$ cat src/rtl/jtl_pkg.sv
// Shared types and character constants for the JSON token lexer.
// No dependencies; imported by every module of the block.
package jtl_pkg;

  // Result kinds on the output stream
  typedef enum logic [2:0] {
    KIND_PUNCT    = 3'd0,
    KIND_STR_BYTE = 3'd1,
    KIND_STR_END  = 3'd2,
    KIND_BOOL     = 3'd3,
    KIND_NUM_BYTE = 3'd4,
    KIND_NUM_END  = 3'd5,
    KIND_ERROR    = 3'd6
  } kind_t;

  // Error codes carried with KIND_ERROR
  typedef enum logic [2:0] {
    ERR_NONE       = 3'd0,
    ERR_EOF_STRING = 3'd1,
    ERR_EOF_BOOL   = 3'd2,
    ERR_BAD_BOOL   = 3'd3,
    ERR_LONE_SIGN  = 3'd4,
    ERR_BAD_NUMBER = 3'd5,
    ERR_UNKNOWN    = 3'd6
  } err_t;

  // Lexer modes
  typedef enum logic [1:0] {
    MODE_IDLE   = 2'd0,
    MODE_STRING = 2'd1,
    MODE_BOOL   = 2'd2,
    MODE_NUMBER = 2'd3
  } mode_t;

  // One result item
  typedef struct packed {
    kind_t      kind;
    logic [7:0] byte_out;
    logic       bool_value;
    err_t       error_code;
  } result_t;

  // Results of one input character, one or two of them
  typedef struct packed {
    logic    two;
    result_t res0;
    result_t res1;
  } step_t;

  localparam int QDepth = 4;
  localparam int QAddrW = $clog2(QDepth);

  localparam logic [7:0] CH_T     = 8'h74;
  localparam logic [7:0] CH_F     = 8'h66;
  localparam logic [7:0] CH_R     = 8'h72;
  localparam logic [7:0] CH_U     = 8'h75;
  localparam logic [7:0] CH_A     = 8'h61;
  localparam logic [7:0] CH_L     = 8'h6C;
  localparam logic [7:0] CH_S     = 8'h73;
  localparam logic [7:0] CH_E_LO  = 8'h65;
  localparam logic [7:0] CH_E_UP  = 8'h45;
  localparam logic [7:0] CH_DOT   = 8'h2E;
  localparam logic [7:0] CH_MINUS = 8'h2D;
  localparam logic [7:0] CH_PLUS  = 8'h2B;
  localparam logic [7:0] CH_QUOTE = 8'h22;
  localparam logic [7:0] CH_SPACE = 8'h20;
  localparam logic [7:0] CH_ZERO  = 8'h30;
  localparam logic [7:0] CH_NINE  = 8'h39;
  localparam logic [7:0] CH_TAB   = 8'h09;
  localparam logic [7:0] CH_CR    = 8'h0D;
  localparam logic [7:0] CH_LBRACE = 8'h7B;
  localparam logic [7:0] CH_RBRACE = 8'h7D;
  localparam logic [7:0] CH_LBRACK = 8'h5B;
  localparam logic [7:0] CH_RBRACK = 8'h5D;
  localparam logic [7:0] CH_COLON  = 8'h3A;
  localparam logic [7:0] CH_COMMA  = 8'h2C;

  function automatic result_t mk_res(kind_t k, logic [7:0] b, logic v, err_t e);
    result_t r;
    r.kind       = k;
    r.byte_out   = b;
    r.bool_value = v;
    r.error_code = e;
    return r;
  endfunction

endpackage

$ cat src/rtl/json_token_lexer_core.sv
// Top level of the JSON token lexer: front end, step queue and back end.
// Depends on jtl_pkg, jtl_front, jtl_queue and jtl_back.
//
//  channel | direction | payload
//  --------+-----------+-------------------------------------------------
//  s_*     | in        | tdata: char_in; tuser: end_of_input
//  m_*     | out       | tdata: kind, byte_out, bool_value, error_code; tlast: last
//
// One character is taken per cycle while the step queue has room; results
// pass through the step queue and the registered output stage.
// A character that closes a number and itself gives a result (punctuation
// or an unknown character) gives two results, sent one after the other.
// Reset (rst, synchronous) empties the queue and returns the lexer to idle.
// A stalled output fills the four-entry queue, then s_tready drops.
module json_token_lexer_core import jtl_pkg::*; (
  input  logic        clk,
  input  logic        rst,
  input  logic        s_tvalid,
  output logic        s_tready,
  input  logic [7:0]  s_tdata,   // [7:0] char_in
  input  logic        s_tuser,   // [0] end_of_input
  output logic        m_tvalid,
  input  logic        m_tready,
  output logic [15:0] m_tdata,   // [2:0] kind, [10:3] byte_out, [11] bool_value,
                                 // [14:12] error_code, [15] zero
  output logic        m_tlast
);

  logic    push, pop, q_nonempty, q_full;
  step_t   rec, head;
  result_t out_res;

  jtl_front u_front (
    .clk      (clk),
    .rst      (rst),
    .in_valid (s_tvalid),
    .in_char  (s_tdata),
    .in_eof   (s_tuser),
    .q_full   (q_full),
    .in_ready (s_tready),
    .push     (push),
    .rec      (rec)
  );

  jtl_queue u_queue (
    .clk      (clk),
    .rst      (rst),
    .push     (push),
    .rec_in   (rec),
    .pop      (pop),
    .head     (head),
    .nonempty (q_nonempty),
    .full     (q_full)
  );

  jtl_back u_back (
    .clk        (clk),
    .rst        (rst),
    .q_nonempty (q_nonempty),
    .head       (head),
    .pop        (pop),
    .out_valid  (m_tvalid),
    .out_ready  (m_tready),
    .out_res    (out_res),
    .out_last   (m_tlast)
  );

  // Pack result fields, lowest first
  assign m_tdata = {1'b0, out_res.error_code, out_res.bool_value,
                    out_res.byte_out, out_res.kind};

endmodule

$ cat src/rtl/jtl_front.sv
// JSON token lexer front end (uses jtl_pkg): holds lexer state, produces
// the step record and classifies one character per cycle unless q_full.
module jtl_front import jtl_pkg::*; (
  input  logic       clk,
  input  logic       rst,
  input  logic       in_valid,
  input  logic [7:0] in_char,
  input  logic       in_eof,
  input  logic       q_full,
  output logic       in_ready,
  output logic       push,
  output step_t      rec
);

  typedef struct packed {
    logic    emit;
    result_t res;
    mode_t   mode;
    logic    start_bool;
    logic    start_num;
    logic    fail;
  } idle_cls_t;

  function automatic logic is_digit(logic [7:0] c);
    return (c >= CH_ZERO) && (c <= CH_NINE);
  endfunction

  function automatic logic is_sign(logic [7:0] c);
    return (c == CH_PLUS) || (c == CH_MINUS);
  endfunction

  function automatic logic is_numeric(logic [7:0] c);
    return is_digit(c) || is_sign(c) || (c == CH_DOT) || (c == CH_E_LO) || (c == CH_E_UP);
  endfunction

  // Expected letter of the boolean word at a given position
  function automatic logic [7:0] bool_letter(logic is_true, logic [2:0] pos);
    logic [7:0] ch;
    ch = CH_E_LO;
    if (is_true) begin
      case (pos)
        3'd0:    ch = CH_T;
        3'd1:    ch = CH_R;
        3'd2:    ch = CH_U;
        default: ch = CH_E_LO;
      endcase
    end else begin
      case (pos)
        3'd0:    ch = CH_F;
        3'd1:    ch = CH_A;
        3'd2:    ch = CH_L;
        3'd3:    ch = CH_S;
        default: ch = CH_E_LO;
      endcase
    end
    return ch;
  endfunction

  // Classify a character seen between tokens
  function automatic idle_cls_t classify_idle(logic [7:0] c);
    idle_cls_t r;
    r = '0;
    r.mode = MODE_IDLE;
    if ((c == CH_SPACE) || ((c >= CH_TAB) && (c <= CH_CR))) begin
      r.emit = 1'b0;
    end else if ((c == CH_LBRACE) || (c == CH_RBRACE) || (c == CH_LBRACK) ||
                 (c == CH_RBRACK) || (c == CH_COLON) || (c == CH_COMMA)) begin
      r.emit = 1'b1;
      r.res  = mk_res(KIND_PUNCT, c, 1'b0, ERR_NONE);
    end else if (c == CH_QUOTE) begin
      r.mode = MODE_STRING;
    end else if ((c == CH_T) || (c == CH_F)) begin
      r.mode       = MODE_BOOL;
      r.start_bool = 1'b1;
    end else if (is_sign(c) || is_digit(c)) begin
      r.mode      = MODE_NUMBER;
      r.start_num = 1'b1;
      r.emit      = 1'b1;
      r.res       = mk_res(KIND_NUM_BYTE, c, 1'b0, ERR_NONE);
    end else begin
      r.fail = 1'b1;
      r.emit = 1'b1;
      r.res  = mk_res(KIND_ERROR, c, 1'b0, ERR_UNKNOWN);
    end
    return r;
  endfunction

  mode_t      mode, mode_next;
  logic [2:0] bool_pos, bool_pos_next;
  logic       bool_true, bool_true_next;
  logic       seen_dec, seen_dec_next;
  logic       seen_exp, seen_exp_next;
  logic [7:0] prev_char, prev_char_next;
  logic       err_latched, err_latched_next;

  logic       take;
  logic [1:0] n_res;
  result_t    r0, r1;
  idle_cls_t  idc;
  err_t       follow_err;
  logic       num_bad;
  logic [2:0] pos_inc;
  logic       clear;

  assign in_ready = !q_full;
  assign take     = in_valid && in_ready;
  assign idc      = classify_idle(in_char);
  assign pos_inc  = bool_pos + 3'd1;

  // Check that a pending number may be followed by this character
  always_comb begin
    follow_err = ERR_NONE;
    if (is_sign(prev_char) && !seen_exp && (in_eof || !is_digit(in_char)))
      follow_err = ERR_LONE_SIGN;
    else if (((prev_char == CH_DOT) || (prev_char == CH_E_LO) || (prev_char == CH_E_UP)) &&
             (in_eof || !is_numeric(in_char)))
      follow_err = ERR_BAD_NUMBER;
    else if (is_sign(prev_char) && seen_exp && (in_eof || !is_digit(in_char)))
      follow_err = ERR_BAD_NUMBER;
  end

  // Sign, decimal and exponent rules for a numeric character
  always_comb begin
    num_bad = 1'b0;
    if (is_sign(in_char) && (prev_char != CH_E_LO) && (prev_char != CH_E_UP))
      num_bad = 1'b1;
    if ((in_char == CH_DOT) && (seen_dec || seen_exp))
      num_bad = 1'b1;
    if (((in_char == CH_E_LO) || (in_char == CH_E_UP)) && seen_exp)
      num_bad = 1'b1;
  end

  // Next state and results of one step
  always_comb begin
    mode_next        = mode;
    bool_pos_next    = bool_pos;
    bool_true_next   = bool_true;
    seen_dec_next    = seen_dec;
    seen_exp_next    = seen_exp;
    prev_char_next   = prev_char;
    err_latched_next = err_latched;
    n_res            = 2'd0;
    r0               = '0;
    r1               = '0;
    clear            = 1'b0;

    if (!err_latched) begin
      case (mode)
        MODE_STRING: begin
          n_res = 2'd1;
          if (in_eof) begin
            r0 = mk_res(KIND_ERROR, 8'h00, 1'b0, ERR_EOF_STRING);
            clear = 1'b1;
            err_latched_next = 1'b1;
          end else if (in_char == CH_QUOTE) begin
            r0 = mk_res(KIND_STR_END, 8'h00, 1'b0, ERR_NONE);
            clear = 1'b1;
          end else begin
            r0 = mk_res(KIND_STR_BYTE, in_char, 1'b0, ERR_NONE);
          end
        end
        MODE_BOOL: begin
          if (in_eof) begin
            n_res = 2'd1;
            r0 = mk_res(KIND_ERROR, 8'h00, 1'b0, ERR_EOF_BOOL);
            clear = 1'b1;
            err_latched_next = 1'b1;
          end else if ((bool_pos >= (bool_true ? 3'd4 : 3'd5)) ||
                       (in_char != bool_letter(bool_true, bool_pos))) begin
            n_res = 2'd1;
            r0 = mk_res(KIND_ERROR, in_char, 1'b0, ERR_BAD_BOOL);
            clear = 1'b1;
            err_latched_next = 1'b1;
          end else if (pos_inc == (bool_true ? 3'd4 : 3'd5)) begin
            n_res = 2'd1;
            r0 = mk_res(KIND_BOOL, 8'h00, bool_true, ERR_NONE);
            clear = 1'b1;
          end else begin
            bool_pos_next = pos_inc;
          end
        end
        MODE_NUMBER: begin
          if (follow_err != ERR_NONE) begin
            n_res = 2'd1;
            r0 = mk_res(KIND_ERROR, in_eof ? 8'h00 : in_char, 1'b0, follow_err);
            clear = 1'b1;
            err_latched_next = 1'b1;
          end else if (!in_eof && is_numeric(in_char)) begin
            n_res = 2'd1;
            if (num_bad) begin
              r0 = mk_res(KIND_ERROR, in_char, 1'b0, ERR_BAD_NUMBER);
              clear = 1'b1;
              err_latched_next = 1'b1;
            end else begin
              r0 = mk_res(KIND_NUM_BYTE, in_char, 1'b0, ERR_NONE);
              prev_char_next = in_char;
              if (in_char == CH_DOT)
                seen_dec_next = 1'b1;
              if ((in_char == CH_E_LO) || (in_char == CH_E_UP))
                seen_exp_next = 1'b1;
            end
          end else begin
            // Close the number, then classify the character between tokens
            n_res = 2'd1;
            r0 = mk_res(KIND_NUM_END, 8'h00, 1'b0, ERR_NONE);
            clear = 1'b1;
            if (!in_eof && idc.emit) begin
              n_res = 2'd2;
              r1 = idc.res;
            end
          end
        end
        default: begin
          if (!in_eof && idc.emit) begin
            n_res = 2'd1;
            r0 = idc.res;
          end
        end
      endcase

      // Drop token state once the token is closed or failed
      if (clear) begin
        mode_next      = MODE_IDLE;
        bool_pos_next  = 3'd0;
        bool_true_next = 1'b0;
        seen_dec_next  = 1'b0;
        seen_exp_next  = 1'b0;
        prev_char_next = 8'h00;
      end

      // Apply the between-tokens classification
      if (!in_eof && ((mode == MODE_IDLE) ||
          ((mode == MODE_NUMBER) && (follow_err == ERR_NONE) && !is_numeric(in_char)))) begin
        mode_next = idc.mode;
        if (idc.start_bool) begin
          bool_pos_next  = 3'd1;
          bool_true_next = (in_char == CH_T);
        end
        if (idc.start_num) begin
          seen_dec_next  = 1'b0;
          seen_exp_next  = 1'b0;
          prev_char_next = in_char;
        end
        if (idc.fail)
          err_latched_next = 1'b1;
      end
    end
  end

  assign push     = take && (n_res != 2'd0);
  assign rec.two  = (n_res == 2'd2);
  assign rec.res0 = r0;
  assign rec.res1 = r1;

  // Lexer state register
  always_ff @(posedge clk) begin
    if (rst) begin
      mode        <= MODE_IDLE;
      bool_pos    <= 3'd0;
      bool_true   <= 1'b0;
      seen_dec    <= 1'b0;
      seen_exp    <= 1'b0;
      prev_char   <= 8'h00;
      err_latched <= 1'b0;
    end else if (take) begin
      mode        <= mode_next;
      bool_pos    <= bool_pos_next;
      bool_true   <= bool_true_next;
      seen_dec    <= seen_dec_next;
      seen_exp    <= seen_exp_next;
      prev_char   <= prev_char_next;
      err_latched <= err_latched_next;
    end
  end

endmodule

$ cat src/rtl/jtl_queue.sv
// Short queue of step records between lexer front and output back end.
// Uses jtl_pkg for the record type and depth.
module jtl_queue import jtl_pkg::*; (
  input  logic  clk,
  input  logic  rst,
  input  logic  push,
  input  step_t rec_in,
  input  logic  pop,
  output step_t head,
  output logic  nonempty,
  output logic  full
);

  step_t             slots [QDepth];
  logic [QAddrW-1:0] wr_ptr;
  logic [QAddrW-1:0] rd_ptr;
  logic [QAddrW:0]   count;

  assign head     = slots[rd_ptr];
  assign nonempty = (count != '0);
  assign full     = (count == (QAddrW+1)'(QDepth));

  // Store incoming records
  always_ff @(posedge clk) begin
    if (push)
      slots[wr_ptr] <= rec_in;
  end

  // Advance pointers and occupancy
  always_ff @(posedge clk) begin
    if (rst) begin
      wr_ptr <= '0;
      rd_ptr <= '0;
      count  <= '0;
    end else begin
      if (push)
        wr_ptr <= wr_ptr + 1'b1;
      if (pop)
        rd_ptr <= rd_ptr + 1'b1;
      if (push && !pop)
        count <= count + 1'b1;
      else if (pop && !push)
        count <= count - 1'b1;
    end
  end

endmodule

$ cat src/rtl/jtl_back.sv
// Back end of the JSON token lexer: walks the results of each step record
// into a registered output stage. Uses jtl_pkg.
module jtl_back import jtl_pkg::*; (
  input  logic    clk,
  input  logic    rst,
  input  logic    q_nonempty,
  input  step_t   head,
  output logic    pop,
  output logic    out_valid,
  input  logic    out_ready,
  output result_t out_res,
  output logic    out_last
);

  logic    sel;
  logic    load;
  logic    is_last;
  result_t cur;

  assign load    = q_nonempty && (!out_valid || out_ready);
  assign cur     = sel ? head.res1 : head.res0;
  assign is_last = !head.two || sel;
  assign pop     = load && is_last;

  // Output register and result index within the record
  always_ff @(posedge clk) begin
    if (rst) begin
      out_valid <= 1'b0;
      sel       <= 1'b0;
    end else if (load) begin
      out_valid <= 1'b1;
      sel       <= !is_last;
    end else if (out_ready) begin
      out_valid <= 1'b0;
    end
  end

  // Payload, no reset
  always_ff @(posedge clk) begin
    if (load) begin
      out_res  <= cur;
      out_last <= is_last;
    end
  end

endmodule

$ cat config.mk
export PLATFORM = sky130hd
export DESIGN_NAME = json_token_lexer_core
export DESIGN_NICKNAME = d
export VERILOG_FILES = /design/src/rtl/jtl_pkg.sv /design/src/rtl/json_token_lexer_core.sv /design/src/rtl/jtl_front.sv /design/src/rtl/jtl_queue.sv /design/src/rtl/jtl_back.sv
export SDC_FILE = /design/constraint.sdc
export NUM_CORES = 1
export LEC_CHECK = 0
export BUFFER_PORTS_ARGS = -buffer_cell sky130_fd_sc_hd__buf_2
export CORE_MARGIN = 1.5
export CORE_UTILIZATION = 32
export DETAILED_ROUTE_END_ITERATION = 7
export GPL_TIMING_DRIVEN = 0
export HOLD_SLACK_MARGIN = 0.12
export PLACE_DENSITY_LB_ADDON = 0.15
export SLEW_MARGIN = 20
export SYNTH_ARGS = -nofsm -noshare
export SYNTH_HDL_FRONTEND = slang
export SYNTH_HIERARCHICAL = 1
export SYNTH_SLANG_ARGS = --single-unit
$ cat constraint.sdc
create_clock -name clk -period 7.4 [get_ports clk]
set_input_delay 1.85 -clock clk [delete_from_list [all_inputs] [get_ports clk]]
set_output_delay 1.85 -clock clk [all_outputs]
set_load 0.01 [all_outputs]
==> metrics.txt <==
hold_buf cts 0; Area Overhead vs Synth 15.2%; R2R setup slack approximately 3.8 ns; Top FF cell, synth edfxtp_1; initial antenna violation count 0; max incr delay on CP 0.47 ns; Hold Startpoint u_front/prev_char[6]; Achievable Freq 207 MHz; largest net degree at the start of global routing 22; CP Buf/Inv Count 4; Avg Vias per Cell 5.07; largest family of logic cells by synthesized area multiplexers; reg2reg path depth 14; Rel. slew slack 0.402; GR Overflow Total 0; ant diodes 0; core box area approximately 24000 µm²; Synth Area in XOR/XNOR 0.0153; vias in the first global route 4982; Least-Margin Pin Slew between 0.8 and 0.9 ns; Die Height 161 µm; layout cells sized above 1 0.255; postcts setup bufs 0; status completed; die area roughly 26000 µm²; WP data required around 7.8 ns; family with the most delay on the worst path simple AND/OR/NAND/NOR gates; Yosys top cell area share 0.525; minimum clock period approximately 4.8 ns; mapped cell area about 8000 µm²; PwrDens 291 nW/µm²; post-synth cell types 83; Clock Latency Late Sink ~0.43 ns; io pins 32; Nets between 600 and 700; total vias in the final route 4810; Worst Skew approximately 0.011 ns; Max-Cap Viols 0; Synth area leaders edfxtp_1, mux4_2, dfxtp_1, nor2_1, ha_1; clk buf depth 2; CTS tree yes; TritonCTS Buffers 17; Final Setup Violations 0; most common cell after layout, fill and taps aside edfxtp_1; HPWL after DPL about 13 mm; GP Congestion 0.877; crit-path most repeated cell o21ai_0; Filler Cell Count around 2300; Crit. End Element flip-flop; Async SR Flop Fraction 0; Hold Crit Endpoint u_front/prev_char[6]; initial core utilization 0.327; #FFs+latches synth approximately 170; fraction of the mapped netlist area in compound gates 0.0848; first-pass GRT wire length roughly 29 mm; post-synth top area cell edfxtp_1; CP cell instances buf_2, buf_4, clkbuf_1, nor4b_1, o21ai_0, nand3_1, o21ai_0, and3_1, ha_1, inv_1, fa_1, xor2_1, or3_1, a21oi_1; EDFF count, synth 140; Startpoint Class primary input; port buffer count 27; Syn Inst Count 558; detailed-route DRC error count 0; WL/cell roughly 20 µm; sequential share of the synthesized area 0.595; simple-gate portion of the synthesized area 0.121; cell area after layout 9230 µm²; worst-path fanout max 10; placed cells 916; total wire length about 19 mm; Post-CTS Resized 0; post-route ant nets 0; setup TNS 0 ns; non-filler cells, final between 900 and 1000; crit path DAT between 5 and 6 ns; Final Cycle Share 0.654; worst vdd rail ir drop about 0.15 mV; RSZ-0062 raised after global routing no; average size of a mapped cell between 10 and 15 µm²; most frequent cells in the layout edfxtp_1, nor2_1, buf_2, mux4_2, dfxtp_1; Critical R2R Launch u_front/bool_pos[1]; Yosys warnings 6; RR Endpoint u_queue/count[2]; DR pass1 iterations 6; GRT Total Usage 0.151; Die W about 160 µm; slowest library cell on the worst path clkbuf_1; drt initial violations 282; leak pwr 3.02 nW; Clock transition at path regs 0.07 ns; Worst Hold Depth 2; CTS Sinks between 150 and 200; Pins Over Slew Limit 0; Worst Hold Class flip-flop to flip-flop; H-tree depth 4; post-synthesis mux area share 0.123; Final Hold Fails 0; Adder-Cell Fraction of Synth Area 0.0212; clk root buf clkbuf_16; dpl cell area between 8000 and 9000 µm²; row count between 50 and 60; Crit Path Class primary input to flip-flop
==> layout make-up <==
class	count	area, µm²	share of cell area
Inverter	18	67.6	0.00732
Buffer	34	248	0.0269
Sequential cell	168	4760	0.516
Clock buffer	18	429	0.0465
Tap cell	324	405	0.0439
Timing Repair Buffer	32	226	0.0245
Multi-Input combinational cell	340	2950	0.320
Clock inverter	14	136	0.0148
==> cell families after synthesis <==
kind of cell	after synthesis
XOR/XNOR	14
AO/OA/AOI/OAI	87
AND/OR/NAND/NOR	168
flip-flops	168
buffers and inverters	52
other	2
adder cells (fa/ha/maj)	13
multiplexers	54
==> worst max-delay path by stage <==
stage               start              endpoint  slack (ns)  cells after the start
6_report       s_tdata[0]      u_queue/count[2]        2.56                     14
5_1_grt        s_tdata[0]      u_queue/count[2]        2.33                     14
4_1_cts        s_tdata[0]      u_queue/count[2]        2.59                     14
3_5_place_dp   s_tdata[0]      u_queue/count[2]        2.13                     14
3_3_place_gp   s_tdata[0]  u_queue/slots[0][27]        1.60                      9
2_1_floorplan  s_tdata[1]      u_queue/count[2]        2.92                     14
==> cells in the mapped netlist, types with 5 or more instances <==
master / number
edfxtp_1: 140
nor2_1: 45
mux4_2: 30
dfxtp_1: 28
nand2_1: 19
inv_1: 18
a21oi_1: 16
and2_1: 16
o21ai_0: 14
nand2b_1: 13
ha_1: 12
nor3_1: 11
buf_6: 9
clkbuf_1: 9
mux2_4: 9
buf_2: 8
mux2i_1: 8
nand3_1: 8
buf_4: 7
nor2b_1: 7
xnor2_1: 7
xor2_1: 7
mux2_2: 6
nor3b_1: 6
a31oi_1: 5
nand4_1: 5
nor4_1: 5
==> sequential cells by signal, indices dropped and copies added (netlist names), 2 cells and up, named ones only <==
| signal | cells |
|---|---|
| u_front/mode | 2 |
| u_queue/count | 3 |
| u_queue/slots | 124 |
| u_back/out_res | 15 |
| u_front/bool_pos | 3 |
| u_front/prev_char | 8 |
| u_queue/wr_ptr | 2 |
| u_queue/rd_ptr | 2 |
==> stage by stage <==
step | power, mW | utilization | hold WS, ns | setup WS (ns)
floorplan | 1.67 | - | 0.443 | 2.92
global route | 2.82 | 0.377 | 0.520 | 2.33
detailed placement | 1.88 | 0.354 | 0.487 | 2.13
global placement | 1.85 | 0.350 | 0.470 | 1.60
CTS | 2.74 | 0.377 | 0.503 | 2.59
finish | 2.69 | 0.377 | 0.494 | 2.56
==> report_power, final <==
group / total [mW] / internal (mW) / switching [mW]
combinational: 0.650 / 0.306 / 0.344
sequential: 1.19 / 1.16 / 0.0355
clock: 0.848 / 0.445 / 0.404
total: 2.69 / 1.91 / 0.783
==> routing by layer <==
layer,share of wire,track usage,wire (µm),vias up
li1,-,-,-,2265
met1,0.46,0.200,8560,2423
met2,0.49,0.250,9160,101
met3,0.030,0.0285,555,21
met4,0.014,0.0497,264,0
met5,0,0,0,-
==> worst min-delay path: cells and delay by family, from the launching register on <==
family | cells | cell delay [ns]
compound gates | 1 | 0.05
simple gates | 1 | 0.08
flops | 1 | 0.33
Power figures use the tool's default switching activity.
